[config.mk]
export PLATFORM = sky130hd
export DESIGN_NAME = mlpt_ram
export DESIGN_NICKNAME = d
export VERILOG_FILES = /design/src/hdl/mlpt_ram.sv
export SDC_FILE = /design/constraint.sdc
export NUM_CORES = 2
export LEC_CHECK = 0
export ABC_AREA = 1
export ABC_CLOCK_PERIOD_IN_PS = 2100
export BUFFER_PORTS_ARGS = -buffer_cell sky130_fd_sc_hd__buf_4
export CAP_MARGIN = 15
export CORE_UTILIZATION = 55
export CTS_BUF_LIST = sky130_fd_sc_hd__clkbuf_8
export CTS_CLUSTER_SIZE = 25
export DETAILED_ROUTE_END_ITERATION = 7
export GPL_ROUTABILITY_DRIVEN = 0
export HOLD_SLACK_MARGIN = 0.02
export PLACE_DENSITY = 0.71
export SYNTH_ARGS = -nofsm -noshare
export SYNTH_HDL_FRONTEND = slang
export SYNTH_SLANG_ARGS = --single-unit
[constraint.sdc]
create_clock -name i_clk -period 2.1 [get_ports i_clk]
set_input_delay 0.42 -clock i_clk [delete_from_list [all_inputs] [get_ports i_clk]]
set_output_delay 0.42 -clock i_clk [all_outputs]
set_load 0.05 [all_outputs]
[src/hdl/mlpt_ram.sv]
// ----------------------------------------------------------------------------
// mlpt_ram: generic single-port-write, single-port-read RAM
// One write and one registered read per cycle.
// ----------------------------------------------------------------------------
module mlpt_ram #(
    parameter int WIDTH = 8,
    parameter int DEPTH = 256
) (
    input  logic                     i_clk,
    input  logic                     i_we,
    input  logic [$clog2(DEPTH)-1:0] i_waddr,
    input  logic [WIDTH-1:0]         i_wdata,
    input  logic [$clog2(DEPTH)-1:0] i_raddr,
    output logic [WIDTH-1:0]         o_rdata
);

    logic [WIDTH-1:0] r_mem [DEPTH];
    logic [WIDTH-1:0] r_rdata;

    always_ff @(posedge i_clk) begin
        if (i_we) begin
            r_mem[i_waddr] <= i_wdata;
        end
        r_rdata <= r_mem[i_raddr];
    end

    assign o_rdata = r_rdata;

endmodule

; ---- Yosys cells after proc, flatten, opt, wreduce, memory -nomap -nowiden
; Memory sizes are Yosys's and may differ from the RTL's. A register that Yosys moved wholly into a read port is not among the register bits.
; Index checks and enable logic that the tools add are counted.
[totals]
ff_bits = 0
ram_bits = 2048
in_bits = 26
output_inout_bits = 8
wordCells = 3
n_memories = 1
[op_classes]
n_mux = 2
[mem_list]
columns = name, words, width, read_ports, rd_ports_with_merged_regs, write_ports, line_no
row1 = r_mem, 256, 8, 1, 1, 1, 17  ; logic [WIDTH-1:0] r_mem [DEPTH];
[op_table]
columns = op, n
row1 = 1-bit two-way mux, 2

; ---- Depth between registers and ports, before layout
[depth]
depth_word = 2
mapped_depth = 15

; ---- Worst setup path after synthesis
; No wires, ideal clock.
[synth_path]
path_kind = input-to-reg
from = in i_we
to = mem r_mem[162][0], enable pin
setup_ps = 370
arrival_time_ps = 1541
t_required_ps = 1730
slack_ps = 189
stages = 4
cell_sequence = clkbuf_1 -> nand3_1 -> clkbuf_1 -> nor2_1
[synth_between]
elab_chain_cells = 2
[synth_lines]
columns = element, line_no
row1 = start: declaration, 10  ; input logic i_we,
row2 = 1-bit two-way mux, 21  ; if (i_we) begin
row3 = 1-bit two-way mux (implied by the code), 22  ; r_mem[i_waddr] <= i_wdata;
row4 = end: declaration, 17
; No other way between the ends.

; ---- Final worst setup path
[layout_path]
from = reg r_rdata[4], in the netlist o_rdata[4], read port of r_mem
to = out o_rdata[4]
[layout_lines]
columns = element, line_no
row1 = start: declaration, 18  ; logic [WIDTH-1:0] r_rdata;
row2 = end: declaration, 14  ; output logic [WIDTH-1:0] o_rdata
; No word-level cell between the ends.

==> impl_results.md <==
* Share of cells above drive strength 1 at between 10% and 20%
* Worst-path clk slew at 60 ps
* Synth warnings at 0
* CTS Root Cell: clkbuf_8
* Vias in the first global route at 56.32k
* Worst clock skew at around 66 ps
* Final min period at 2086 ps
* Largest family of logic cells by synthesized area: simple AND/OR/NAND/NOR gates
* Worst path bufs/invs at 1
* Yosys cell types at 14
* GRT Residual Overflow at 0
* Post-DRT Antenna Nets at 0
* Slew Limit Fails at 0
* Number of synthesized register bits at between 2k and 2.5k
* Total wire length at between 200,000 and 250,000 um
* Post-Synth Simple-Gate Area at between 20% and 30%
* Total track usage at 30.41%
* RSZ-0062 raised after global routing: yes
* Stages on worst setup path at 1
* Clk buf depth at 4
* Post-synthesis compound-gate area fraction at 0%
* Max VDD drop at 0.7236 mV
* DRT iter0 DRCs at roughly 8k
* Leakage at ~0.035 uW
* Die Y at around 390 um
* Mux cell area share after synthesis at 0%
* Critical path's slowest cell: dfxtp_4
* Die Area at between 0.15 and 0.2 mm2
* Setup WS pre-CTS at -885.7 ps
* Area of the multi-input gates at 0.01914 mm2
* Highest-count cells in the layout ignoring fill and taps: 2,123 x nand2_1, 2,048 x edfxtp_1, 2,018 x nand3_1
* Final worst-path cycle share at 99.34%
* Mapped Cells at ~7.0k
* HPWL after detailed placement at about 150,000 um
* IO Count at 34
* Crit path capture type: output pin
* Max frequency at ~0.48 GHz
* DR WL/cell at roughly 24 um
* Status: finished, final reports clean
* Hold Path Class: in -> reg
* WP data arrival at ~1700 ps
* Maximum number of pins on one net before global-route repair at between 90 and 100
* DRC at 0
* Final Instance Count excl. Fillers at between 9k and 10k
* Drt pass-1 iters at 8
* Req. time, crit path at between 1500 and 2000 ps
* Final hold viol count at 0
* CTS tree: done
* Startpoint class of the critical path: flip-flop
* Initial antenna violation count at 6
* # setup viols final at 0
* Number of vias per cell at 5.965
* Vias at roughly 59k
* Clock Sinks at a little over 2k
* Slew HR at a little under three fifths
* Layout area overhead at 16.15%
* Max-cap viol count at 0
* Cell Pwr Density at about 850 mW/mm2
* CP top delay family: flip-flops
* Cell chain of the critical path: buf_8
* Area of the core at 0.1501 mm2
* Measured slew at the worst slew-check pin at around 660 ps
* Starting Density at 55.55%
* Row cnt at 142
* Final worst slack at about 14 ps
* Synth Area in XOR/XNOR at 0%
* Clk_lat worst skew at roughly 1000 ps
* Num CTS Buffers at approximately 340
* Setup CP Type: reg -> out
* Placed Cells at around 9k
* Max FO, Critical Path at 2
* H-tree depth at 5
* Syn Nets at approximately 7k
* Cells on worst reg2reg path at 10
* Hold depth at 6
* IO buf count at 33
* Mapped cell area at ~0.083 mm2
* Seq/Total Area, Yosys at between 70 and 80%
* Chip width at 391.4 um
* Area share of fa/ha/maj cells after synthesis at 0%
* Register area at 0.06168 mm2
* First-pass GRT wire length at 346,400 um
* Number of fillers in the final layout at about 11k
* Most common cell after layout, fill and taps aside: nand2_1
* Slowest stage delay, CP at roughly 460 ps
* NumNets Final at roughly 7.6k
* Post-CTS setup buffers at 0
* Syn Area/Cell at about 12 um2
[routing by layer]
layer  routed length, um  share of wire, %  track usage (%)
met5                  26             0.011                0
met1               88870                38            41.94
met3               28380                12            7.435
met4                9858               4.2            13.38
met2              106100                45            46.08
[final timing paths]
kind	start	slack, ps	endpoint
worst max-delay path	o_rdata[4]	10	o_rdata[4]
worst min-delay path	i_raddr[5]	150	o_rdata[7]
worst max register to register	r_mem[21][7]	70	o_rdata[7]
worst min register to register	r_mem[66][4]	960	o_rdata[4]
[worst min-delay path, delay by kind of cell]
family | cells | cell delay [ps]
buffers and inverters | 1 | 190
and+or+nand+nor | 5 | 500
[power breakdown]
part	switching [uW]	internal (uW)	leakage, uW
clock network	15100	15800	0.00341
logic	4200	1850	0.0136
registers	73.0	45200	0.0185
total	19400	62900	0.0355
[stage by stage]
stage / hold WS [ps] / cell area (um2) / utilization, % / total power, uW / setup TNS [ps]
floorplan: 518.9 / 83400 / - / 49000 / 0
global placement: 751.9 / 90930 / 60.57 / 51950 / -5423
detailed placement: 757.8 / 90930 / 60.57 / 52040 / -5747
CTS: 44.08 / 96850 / 64.51 / 82390 / -35.44
global route: 130.3 / 96860 / 64.52 / 84520 / -10.48
finish: 149.4 / 96870 / 64.52 / 82260 / 0
[logic make-up (layout without fill, tap and decap cells)]
logic type             count (synthesis)  count (layout)
AND/OR/NAND/NOR                     4425            4425
flip-flops                          2056            2056
other                                  0               5
buffers and inverters                522            1337
[synth_stat cells]
library cell | number | area share [%]
edfxtp_1 | 2048 | 74
inv_1 | 36 | 0.16
buf_6 | 16 | 0.22
buf_4 | 46 | 0.41
inv_2 | 2 | 0.0090
nor2_1 | 283 | 1.3
buf_8 | 1 | 0.018
buf_2 | 268 | 1.6
buf_1 | 40 | 0.18
inv_4 | 1 | 0.0075
nand3_1 | 2019 | 12
dfxtp_1 | 8 | 0.19
nand2_1 | 2123 | 9.6
clkbuf_1 | 112 | 0.50
[layout make-up]
class | count | area share, %
Antenna cell | 5 | 0.01292
Clock buffer | 354 | 5.030
Clock inverter | 207 | 0.9300
Inverter | 39 | 0.1860
Multi-Input combinational cell | 4425 | 19.76
Sequential cell | 2056 | 63.67
Tap cell | 2016 | 2.604
Timing Repair Buffer | 737 | 7.804
[what timing repair did]
| item | 4_1_cts | 5_1_grt |
|---|---|---|
| resized for setup | 18 | 1 |
| setup endpoints to repair | 6 | 2 |
| hold endpoints to repair | 1420 | 0 |
| hold buffers | 10 | 0 |
[flip-flops by register name, summed over array words and instances (netlist names)]
name     cells
r_mem     2048
o_rdata      8
(Power assumes the default switching activity.)
